File: src/rtl/fcrc_pkg.sv
// ----------------------------------------------------------------------------
// fcrc_pkg: shared types and constants of the floppy command/result controller
// Bus action codes, phases, opcode values, status bytes and the opcode decoder.
// ----------------------------------------------------------------------------
package fcrc_pkg;

   // Drive geometry: a track number at or above MAX_TRACKS - 1 is out of range
   localparam int unsigned MAX_TRACKS  = 80;
   localparam logic [7:0]  TRACK_LIMIT = 8'(MAX_TRACKS - 1);

   // Stored command bytes (only bytes 0..5 are ever looked at) and result bytes
   localparam int unsigned CMD_STORE_DEPTH = 6;
   localparam int unsigned RES_DEPTH       = 7;
   localparam logic [3:0]  CMD_COUNT_MAX   = 4'd15;

   // Bus access kinds
   typedef enum logic [1:0] {
      ACT_FIFO_WRITE  = 2'd0,
      ACT_FIFO_READ   = 2'd1,
      ACT_STATUS_READ = 2'd2,
      ACT_SET_PARAMS  = 2'd3
   } act_type;

   // Controller phases
   typedef enum logic [1:0] {
      PH_CMD    = 2'd0,
      PH_EXEC   = 2'd1,
      PH_RESULT = 2'd2
   } phase_type;

   // Decoded command action
   typedef enum logic [3:0] {
      OP_WAIT,
      OP_INVALID,
      OP_READ,
      OP_WRITE,
      OP_RECAL,
      OP_SEEK,
      OP_SENSE_INT,
      OP_SPECIFY,
      OP_OTHER
   } op_type;

   // Full-byte opcodes
   localparam logic [7:0] OPC_SPECIFY     = 8'h03;
   localparam logic [7:0] OPC_SENSE_DRIVE = 8'h04;
   localparam logic [7:0] OPC_RECAL       = 8'h07;
   localparam logic [7:0] OPC_SENSE_INT   = 8'h08;
   localparam logic [7:0] OPC_SEEK        = 8'h0F;

   // Opcodes matched on their low five bits
   localparam logic [4:0] OPC_READ_TRACK   = 5'h02;
   localparam logic [4:0] OPC_WRITE_DATA   = 5'h05;
   localparam logic [4:0] OPC_READ_DATA    = 5'h06;
   localparam logic [4:0] OPC_WRITE_DELETE = 5'h09;
   localparam logic [4:0] OPC_READ_ID      = 5'h0A;
   localparam logic [4:0] OPC_READ_DELETE  = 5'h0C;
   localparam logic [4:0] OPC_FORMAT       = 5'h0D;
   localparam logic [4:0] OPC_SCAN_EQ      = 5'h11;
   localparam logic [4:0] OPC_SCAN_LE      = 5'h19;
   localparam logic [4:0] OPC_SCAN_HE      = 5'h1D;

   // Main status values and result status bytes
   localparam logic [7:0] MSR_CMD      = 8'h80;
   localparam logic [7:0] MSR_EXEC     = 8'h10;
   localparam logic [7:0] MSR_RESULT   = 8'hD0;
   localparam logic [7:0] MSR_NONE     = 8'h00;
   localparam logic [7:0] ST0_INVALID  = 8'h80;
   localparam logic [7:0] ST0_ABNORMAL = 8'hC8;
   localparam logic [7:0] ST0_NOT_RDY  = 8'h60;
   localparam logic [7:0] ST0_SEEK_END = 8'h20;
   localparam logic [7:0] NO_DATA      = 8'hFF;

   // Request payload, lowest bits first: data_byte, drive_select, head_select,
   // motor_enable, zero fill
   typedef struct packed {
      logic [4:0] fill;
      logic       motor_enable;
      logic       head_select;
      logic       drive_select;
      logic [7:0] data_byte;
   } req_data_type;

   // Response payload, lowest bits first: fifo_byte, status_byte,
   // interrupt_pending, flush_request, zero fill
   typedef struct packed {
      logic [5:0] fill;
      logic       flush_request;
      logic       interrupt_pending;
      logic [7:0] status_byte;
      logic [7:0] fifo_byte;
   } rsp_data_type;

   // Decode opcode byte against the byte count after this write
   function automatic op_type cmd_decode(input logic [7:0] opcode,
                                         input logic [3:0] count);
      op_type     op;
      logic [3:0] len;
      op  = OP_INVALID;
      len = 4'd0;
      unique case (opcode)
         OPC_SPECIFY:     begin op = OP_SPECIFY;   len = 4'd3;  end
         OPC_SENSE_DRIVE: begin op = OP_OTHER;     len = 4'd2;  end
         OPC_RECAL:       begin op = OP_RECAL;     len = 4'd2;  end
         OPC_SENSE_INT:   begin op = OP_SENSE_INT; len = count; end
         OPC_SEEK:        begin op = OP_SEEK;      len = 4'd3;  end
         default: begin
            unique case (opcode[4:0])
               OPC_READ_TRACK:   begin op = OP_OTHER; len = 4'd9; end
               OPC_WRITE_DATA,
               OPC_WRITE_DELETE: begin op = OP_WRITE; len = 4'd9; end
               OPC_READ_DATA,
               OPC_READ_DELETE:  begin op = OP_READ;  len = 4'd9; end
               OPC_READ_ID:      begin op = OP_OTHER; len = 4'd2; end
               OPC_FORMAT:       begin op = OP_OTHER; len = 4'd6; end
               OPC_SCAN_EQ,
               OPC_SCAN_LE,
               OPC_SCAN_HE:      begin op = OP_OTHER; len = 4'd9; end
               default:          begin op = OP_INVALID; len = 4'd0; end
            endcase
         end
      endcase
      if (op != OP_INVALID && count != len) begin
         op = OP_WAIT;
      end
      return op;
   endfunction

endpackage

File: src/rtl/floppy_command_result_controller.sv
// ----------------------------------------------------------------------------
// floppy_command_result_controller: 8272-style command/result handshake
// Collects command bytes, decodes them, builds result bytes and main status.
// ----------------------------------------------------------------------------
// Usage:
//   Each request on the req_ stream is one bus access, selected by req_tuser:
//   fifo write, fifo read, status read or set drive parameters. Every request
//   gives exactly one response on the rsp_ stream carrying the fifo read byte,
//   the main status byte, the interrupt flag and a flush flag that marks the
//   motor turning off.
//   The csr_ port writes the attached-drive mask; write it only while no
//   request is in flight.
// Latency and throughput:
//   A request is decoded and the state updated in the cycle it is accepted;
//   its response sits in the response register from the next cycle on. One
//   request per cycle unless stalled, set by the single state update stage.
// Reset:
//   Synchronous reset returns to command phase with empty counters, interrupt
//   and motor off, drive 0 selected and no drive attached.
// Stall:
//   While the receiver holds rsp_tready low the response register holds its
//   response and req_tready drops; a request is still taken in the same cycle
//   that the waiting response leaves.
// ----------------------------------------------------------------------------
module floppy_command_result_controller (
   input  logic        clock,
   input  logic        reset,
   // request stream
   input  logic        req_tvalid,
   output logic        req_tready,
   input  logic [15:0] req_tdata,   // data_byte[7:0], drive_select[8],
                                    // head_select[9], motor_enable[10], zero
   input  logic [1:0]  req_tuser,   // action[1:0]
   // response stream
   output logic        rsp_tvalid,
   input  logic        rsp_tready,
   output logic [23:0] rsp_tdata,   // fifo_byte[7:0], status_byte[15:8],
                                    // interrupt_pending[16], flush_request[17],
                                    // zero
   // configuration
   input  logic        csr_wr_en,
   input  logic [1:0]  csr_wr_data  // attached_mask[1:0]
);

   // Request handshake and payload views
   fcrc_pkg::req_data_type req_data;
   fcrc_pkg::act_type      req_action;
   logic                   req_fire;

   // Control state
   fcrc_pkg::phase_type phase_ff, phase_in;
   logic [3:0]          cmd_count_ff, cmd_count_in;
   logic [2:0]          res_len_ff, res_len_in;
   logic [2:0]          res_pos_ff, res_pos_in;
   logic                irq_ff, irq_in;
   logic                motor_ff, motor_in;
   logic                drive_ff, drive_in;
   logic [1:0]          attached_ff;

   // Command and result byte stores (no reset: read only after written)
   logic [7:0] cmd_byte_ff [fcrc_pkg::CMD_STORE_DEPTH];
   logic [7:0] cmd_byte_in [fcrc_pkg::CMD_STORE_DEPTH];
   logic [7:0] res_byte_ff [fcrc_pkg::RES_DEPTH];
   logic [7:0] res_byte_in [fcrc_pkg::RES_DEPTH];

   // Response register
   logic                   rsp_valid_ff;
   fcrc_pkg::rsp_data_type rsp_data_ff, rsp_data_in;

   // Decode helpers
   logic [7:0]       opcode;
   fcrc_pkg::op_type op;
   logic             drive_ready;
   logic [1:0]       unit;
   logic             bad_transfer;
   logic [7:0]       read_byte;
   logic             flush;

   assign req_data   = fcrc_pkg::req_data_type'(req_tdata);
   assign req_action = fcrc_pkg::act_type'(req_tuser);

   // Take a new request whenever the response slot is empty or draining
   assign req_tready = ~rsp_valid_ff | rsp_tready;
   assign req_fire   = req_tvalid & req_tready;

   assign drive_ready  = attached_ff[drive_ff];
   assign unit         = cmd_byte_ff[1][1:0];
   assign bad_transfer = ~drive_ready || (cmd_byte_ff[2] >= fcrc_pkg::TRACK_LIMIT);

   // Opcode is the incoming byte when it is the first of a command
   assign opcode = (cmd_count_ff == 4'd0) ? req_data.data_byte : cmd_byte_ff[0];

   // Next state and response for the request at the input
   always_comb begin
      phase_in     = phase_ff;
      cmd_count_in = cmd_count_ff;
      res_len_in   = res_len_ff;
      res_pos_in   = res_pos_ff;
      irq_in       = irq_ff;
      motor_in     = motor_ff;
      drive_in     = drive_ff;
      cmd_byte_in  = cmd_byte_ff;
      res_byte_in  = res_byte_ff;
      read_byte    = fcrc_pkg::NO_DATA;
      flush        = 1'b0;
      op           = fcrc_pkg::OP_WAIT;

      unique case (req_action)
         fcrc_pkg::ACT_FIFO_WRITE: begin
            if (phase_ff == fcrc_pkg::PH_CMD) begin
               irq_in = 1'b0;
               // store only the bytes that later decode looks at
               if (cmd_count_ff < 4'(fcrc_pkg::CMD_STORE_DEPTH)) begin
                  cmd_byte_in[cmd_count_ff[2:0]] = req_data.data_byte;
               end
               if (cmd_count_ff != fcrc_pkg::CMD_COUNT_MAX) begin
                  cmd_count_in = cmd_count_ff + 4'd1;
               end
               op = fcrc_pkg::cmd_decode(opcode, cmd_count_in);
               unique case (op)
                  fcrc_pkg::OP_WAIT: begin
                  end
                  fcrc_pkg::OP_INVALID: begin
                     phase_in       = fcrc_pkg::PH_RESULT;
                     res_byte_in[0] = fcrc_pkg::ST0_INVALID;
                     res_len_in     = 3'd1;
                     res_pos_in     = 3'd0;
                     cmd_count_in   = 4'd0;
                  end
                  default: begin
                     // start the command: default to execute phase
                     cmd_count_in = 4'd0;
                     res_len_in   = 3'd0;
                     res_pos_in   = 3'd0;
                     phase_in     = fcrc_pkg::PH_EXEC;
                     unique case (op)
                        fcrc_pkg::OP_READ, fcrc_pkg::OP_WRITE: begin
                           phase_in       = fcrc_pkg::PH_RESULT;
                           res_byte_in[0] = bad_transfer
                                            ? (fcrc_pkg::ST0_ABNORMAL | {6'd0, unit})
                                            : (fcrc_pkg::ST0_SEEK_END | {6'd0, unit});
                           res_byte_in[1] = 8'h00;
                           res_byte_in[2] = 8'h00;
                           res_byte_in[3] = cmd_byte_ff[2];
                           res_byte_in[4] = cmd_byte_ff[3];
                           res_byte_in[5] = cmd_byte_ff[4];
                           res_byte_in[6] = cmd_byte_ff[5];
                           res_len_in     = 3'd7;
                           irq_in         = 1'b1;
                        end
                        fcrc_pkg::OP_RECAL, fcrc_pkg::OP_SEEK: begin
                           phase_in = fcrc_pkg::PH_CMD;
                           irq_in   = 1'b1;
                        end
                        fcrc_pkg::OP_SENSE_INT: begin
                           phase_in       = fcrc_pkg::PH_RESULT;
                           res_byte_in[0] = drive_ready ? fcrc_pkg::ST0_SEEK_END
                                                        : fcrc_pkg::ST0_NOT_RDY;
                           res_byte_in[1] = 8'h00;
                           res_len_in     = 3'd2;
                           irq_in         = 1'b0;
                        end
                        fcrc_pkg::OP_SPECIFY: begin
                           phase_in = fcrc_pkg::PH_CMD;
                        end
                        default: begin
                           // unimplemented command: park in execute phase
                        end
                     endcase
                  end
               endcase
            end
         end
         fcrc_pkg::ACT_FIFO_READ: begin
            if (phase_ff == fcrc_pkg::PH_RESULT) begin
               irq_in = 1'b0;
               if (res_pos_ff < res_len_ff && res_pos_ff != 3'(fcrc_pkg::RES_DEPTH)) begin
                  read_byte  = res_byte_ff[res_pos_ff];
                  res_pos_in = res_pos_ff + 3'd1;
               end
               // back to command phase once every result byte is out
               if (res_pos_in >= res_len_ff) begin
                  phase_in = fcrc_pkg::PH_CMD;
               end
            end
         end
         fcrc_pkg::ACT_STATUS_READ: begin
         end
         fcrc_pkg::ACT_SET_PARAMS: begin
            // head_select is accepted and has no effect
            drive_in = req_data.drive_select;
            flush    = motor_ff & ~req_data.motor_enable;
            motor_in = req_data.motor_enable;
         end
         default: begin
         end
      endcase

      rsp_data_in                   = '0;
      rsp_data_in.fifo_byte         = read_byte;
      rsp_data_in.interrupt_pending = irq_in;
      rsp_data_in.flush_request     = flush;
      unique case (phase_in)
         fcrc_pkg::PH_CMD:    rsp_data_in.status_byte = fcrc_pkg::MSR_CMD;
         fcrc_pkg::PH_EXEC:   rsp_data_in.status_byte = fcrc_pkg::MSR_EXEC;
         fcrc_pkg::PH_RESULT: rsp_data_in.status_byte = fcrc_pkg::MSR_RESULT;
         default:             rsp_data_in.status_byte = fcrc_pkg::MSR_NONE;
      endcase
   end

   // Control registers
   always_ff @(posedge clock) begin
      if (reset) begin
         phase_ff     <= fcrc_pkg::PH_CMD;
         cmd_count_ff <= 4'd0;
         res_len_ff   <= 3'd0;
         res_pos_ff   <= 3'd0;
         irq_ff       <= 1'b0;
         motor_ff     <= 1'b0;
         drive_ff     <= 1'b0;
         attached_ff  <= 2'd0;
         rsp_valid_ff <= 1'b0;
      end else begin
         if (req_fire) begin
            phase_ff     <= phase_in;
            cmd_count_ff <= cmd_count_in;
            res_len_ff   <= res_len_in;
            res_pos_ff   <= res_pos_in;
            irq_ff       <= irq_in;
            motor_ff     <= motor_in;
            drive_ff     <= drive_in;
         end
         if (csr_wr_en) begin
            attached_ff <= csr_wr_data;
         end
         // hold the response until taken, refill on a new request
         rsp_valid_ff <= req_fire | (rsp_valid_ff & ~rsp_tready);
      end
   end

   // Payload registers
   always_ff @(posedge clock) begin
      if (req_fire) begin
         cmd_byte_ff <= cmd_byte_in;
         res_byte_ff <= res_byte_in;
         rsp_data_ff <= rsp_data_in;
      end
   end

   assign rsp_tvalid = rsp_valid_ff;
   assign rsp_tdata  = rsp_data_ff;

   // Read pointer never runs past the result length
   assert property (@(posedge clock) disable iff (reset)
      res_pos_ff <= res_len_ff)
      else $error("result position beyond result length");

   // Result phase always has result bytes to hand out
   assert property (@(posedge clock) disable iff (reset)
      (phase_ff == fcrc_pkg::PH_RESULT) |-> (res_len_ff != 3'd0 && res_pos_ff < res_len_ff))
      else $error("result phase with no result byte left");

   // Commands are decoded by their ninth byte at the latest
   assert property (@(posedge clock) disable iff (reset)
      cmd_count_ff <= 4'd8)
      else $error("command byte count ran past the longest command");

   // A status read leaves phase, interrupt, command count and read position untouched
   assert property (@(posedge clock) disable iff (reset)
      (req_fire && req_action == fcrc_pkg::ACT_STATUS_READ) |=>
         ($stable(phase_ff) && $stable(irq_ff) && $stable(cmd_count_ff)
          && $stable(res_pos_ff)))
      else $error("status read changed controller state");

   // A flush is only reported for a motor that was running
   assert property (@(posedge clock) disable iff (reset)
      (req_fire && rsp_data_in.flush_request) |-> (motor_ff && !motor_in))
      else $error("flush without motor turning off");

endmodule
File: config.mk
export PLATFORM = sky130hd
export DESIGN_NAME = floppy_command_result_controller
export DESIGN_NICKNAME = d
export VERILOG_FILES = /design/src/rtl/fcrc_pkg.sv /design/src/rtl/floppy_command_result_controller.sv
export SDC_FILE = /design/constraint.sdc
export NUM_CORES = 1
export LEC_CHECK = 0
export ABC_AREA = 1
export BUFFER_PORTS_ARGS = -buffer_cell sky130_fd_sc_hd__buf_2
export CAP_MARGIN = 20
export CORE_ASPECT_RATIO = 0.7
export CORE_MARGIN = 3
export CORE_UTILIZATION = 40
export CTS_BUF_LIST = sky130_fd_sc_hd__clkbuf_16
export CTS_CLUSTER_DIAMETER = 50
export DETAILED_ROUTE_END_ITERATION = 12
export HOLD_SLACK_MARGIN = 0.02
export PLACE_DENSITY = 0.65
export SETUP_SLACK_MARGIN = 0.1
export SLEW_MARGIN = 5
export SYNTH_ARGS = -nofsm -noshare
export SYNTH_HDL_FRONTEND = slang
export SYNTH_SLANG_ARGS = --single-unit
File: constraint.sdc
create_clock -name clock -period 10.45 [get_ports clock]
set_input_delay 2.09 -clock clock [delete_from_list [all_inputs] [get_ports clock]]
set_output_delay 2.09 -clock clock [all_outputs]
set_load 0.02 [all_outputs]
==> results.json <==
{
  "r2r_slack_ps": 6360,
  "drt-total-wl_um": 10700,
  "cap_violations": 0,
  "cts_resized": 0,
  "final_cell_mix": "93 x edfxtp_1, 83 x nand2_1, 64 x nor2_1",
  "grt_overflow": 0,
  "finalCritPeriodShare_pct": 48.1,
  "synth_seq_cells": 111,
  "yosysWarnings": 0,
  "timing_worst_setup_path_type": "in2reg",
  "avgSynthCellArea_um2": 10.3,
  "min_period_ps": 5020,
  "slew_viol_final": 0,
  "min_to": "res_byte_ff[3]",
  "nFillCells": 1184,
  "path_clk_slew_ps": 70,
  "die-width_um": 144,
  "worstReg2RegEnd": "rsp_tdata[12]",
  "place.gp.congestion": 0.872,
  "htreeDepth": 3,
  "hold_class": "reg2reg",
  "ff2ff_path_depth": 23,
  "crit_chain": "buf_2 > inv_1 > o21ai_0 > inv_1 > ha_1 > o21ai_0 > nand3_1 > and2_1 > nor2_1 > nor2_1 > nor2_1 > nand2_2 > inv_2 > o21ai_2 > nand2_4 > nand3_1 > nand2_1 > nand2_1 > o211ai_1 > ha_1 > inv_1 > nor2_1",
  "design.core.area_um2": 12700,
  "fmax_ghz": 0.199,
  "clockBufferDepth": 2,
  "dr.pass1.iters": 5,
  "switching_power_uw": 247,
  "antenna_found_initial": 0,
  "r2r-start": "cmd_count_ff[1]",
  "netlist_instances": 516,
  "layout-drive-gt1-share_pct": 16.1,
  "grt_max_degree": 34,
  "status": "complete, no violations",
  "tightestPinTransition_ps": 805,
  "setup_viol": 0,
  "peakVddDrop_mv": 0.103,
  "die_h_um": 102,
  "viasPerCell": 5.04,
  "grt_pass1_vias": 3299,
  "synth_cell_types": 45,
  "comb_power_share_pct": 12.9,
  "drt_iter0_drc": 295,
  "endpoint_kind": "flip-flop",
  "fin_setup_tns_ps": 0,
  "dp_cells": 704,
  "syn_to_final_growth_pct": 12.1,
  "fin_skew_ps": 6.84,
  "synth_edf_count": 93,
  "io_buffers": 33,
  "start_util_pct": 41.8,
  "instances_no_fill": 722,
  "power.leakage_nw": 2.32,
  "final_common_cell": "edfxtp_1",
  "synth-async-reset-ratio_pct": 0,
  "cts_tree": "yes",
  "grt_pass1_wl_um": 16900,
  "clockPowerShare_pct": 36.8,
  "synth_ff_type": "edfxtp_1",
  "p_sw_share_pct": 25.1,
  "netlist_area_um2": 5290,
  "worst_setup_path_start_kind": "input pin",
  "final_nets": 596,
  "required_ps": 10550,
  "drtAntennaViolNets": 0,
  "hold_buffers": 0,
  "max_stage_delay_ps": 390,
  "rsz0062_at_grt": "false",
  "yosysSeqAreaShare_pct": 59.6,
  "dieArea_um2": 14700,
  "clock-sinks": 111,
  "crit_arrival_ps": 5120,
  "cts_buffers": 9,
  "cellPowerDensity_nw_per_um2": 166,
  "hold_viol": 0,
  "critPathBufInv": 5,
  "critPathTopFamily": "simple AND/OR/NAND/NOR gates",
  "grt.total_usage_pct": 14.9,
  "pwr-share-seq_pct": 50.3,
  "min_from": "cmd_byte_ff[3]",
  "power.internal_uw": 736,
  "pin_count": 51,
  "worstHoldPathCells": 0,
  "drcViolationCount": 0,
  "wl_per_cell_um": 14.8,
  "maxSlewHeadroom_pct": 46.3,
  "vias": 3641,
  "crit_fanout": 7,
  "path_common_cell": "nor2_1",
  "hpwl_um": 7810,
  "worstSkewPairLatency_ps": 340,
  "cts_setup_buffers": 0,
  "num_antenna_cells": 0,
  "cpMaxStageDelayCell": "o21ai_0",
  "root_buffer": "clkbuf_16",
  "rows": 34
}
==> flip-flops by register name (all words and copies together), names as in the netlist, named ones only <==
register / count
cmd_byte_ff: 42
drive_ff: 1
rsp_tdata: 13
res_byte_ff: 38
attached_ff: 2
rsp_tvalid: 1
res_len_ff: 3
cmd_count_ff: 4
irq_ff: 1
motor_ff: 1
res_pos_ff: 3
phase_ff: 1
==> cells in the mapped netlist (2+ instances only) <==
cell type | instances | share of area, %
edfxtp_1 | 93 | 53
clkinv_1 | 2 | 0.14
a21boi_0 | 2 | 0.28
o211ai_1 | 4 | 0.57
inv_2 | 6 | 0.43
nor2_4 | 2 | 0.43
a21oi_1 | 28 | 2.6
nand3_1 | 37 | 3.5
nor3_1 | 11 | 1.0
nand2_1 | 83 | 5.9
nand2_4 | 4 | 0.85
o21ai_2 | 3 | 0.50
buf_2 | 3 | 0.28
nor2_1 | 65 | 4.6
inv_1 | 56 | 4.0
xor2_1 | 2 | 0.33
nand3_4 | 2 | 0.66
o31ai_1 | 9 | 1.3
ha_1 | 16 | 3.8
nand4_1 | 3 | 0.35
o21ai_1 | 4 | 0.38
buf_4 | 11 | 1.6
nand2_2 | 10 | 1.2
dfxtp_1 | 18 | 6.8
o21ai_0 | 16 | 1.5
clkbuf_1 | 6 | 0.43
nor4_1 | 2 | 0.24
==> worst max-delay path by stage <==
stage / start / end / slack (ps) / cells after the start
final: req_tdata[0] / rsp_tdata[12] / 5430 / 22
after global routing: req_tdata[0] / res_byte_ff[49] / 5120 / 17
after CTS: req_tdata[0] / rsp_tdata[12] / 5470 / 22
after detailed placement: req_tdata[0] / rsp_tdata[12] / 5110 / 22
after global placement: req_tdata[0] / res_byte_ff[55] / 5250 / 17
after floorplan: req_tdata[0] / res_byte_ff[0] / 4820 / 15
==> cell type report <==
| class | count | area, um^2 | area share [%] |
|---|---|---|---|
| repair buffers | 39 | 208 | 3.50 |
| flip-flops and latches | 111 | 3150 | 53.1 |
| clock buffers | 9 | 225 | 3.79 |
| clock inverters | 7 | 97.6 | 1.64 |
| inverters | 64 | 240 | 4.05 |
| multi-input cells | 330 | 1810 | 30.5 |
| well taps | 162 | 203 | 3.41 |
==> routing by layer <==
layer,part of all wire (%),global-route usage (%),vias up
met3,6.4,4.26,6
met5,0,0,-
met2,44,22.5,99
li1,-,-,1811
met4,0.45,3.33,0
met1,50,21.6,1725
==> power by group through the flow <==
stage,sequential (mW),clock (mW),combinational [mW]
floorplan,0.502,0,0.0970
global placement,0.504,0,0.122
detailed placement,0.504,0,0.126
CTS,0.494,0.371,0.127
global route,0.495,0.390,0.144
finish,0.494,0.362,0.127
==> per-stage QoR <==
step	util [%]	hold slack [ps]	cell area (um^2)	worst slack, ps	total power [mW]
3_5_place_dp	44.2	405	5600	5110	0.630
6_report	46.8	418	5940	5430	0.983
3_3_place_gp	44.2	402	5600	5250	0.625
5_1_grt	46.8	427	5940	5120	1.03
2_1_floorplan	-	400	5330	4820	0.599
4_1_cts	46.7	420	5920	5470	0.992
==> logic make-up after synthesis <==
logic type                 synth area share (%)
AOI/OAI and AO/OA                          9.01
xor gates and xnor gates                  0.331
adders and majority gates                  3.78
buffers and inverters                      7.02
DFF                                        59.6
other                                    0.0708
and+or+nand+nor                            20.2
No activity file was read; power rests on OpenSTA's default activity.
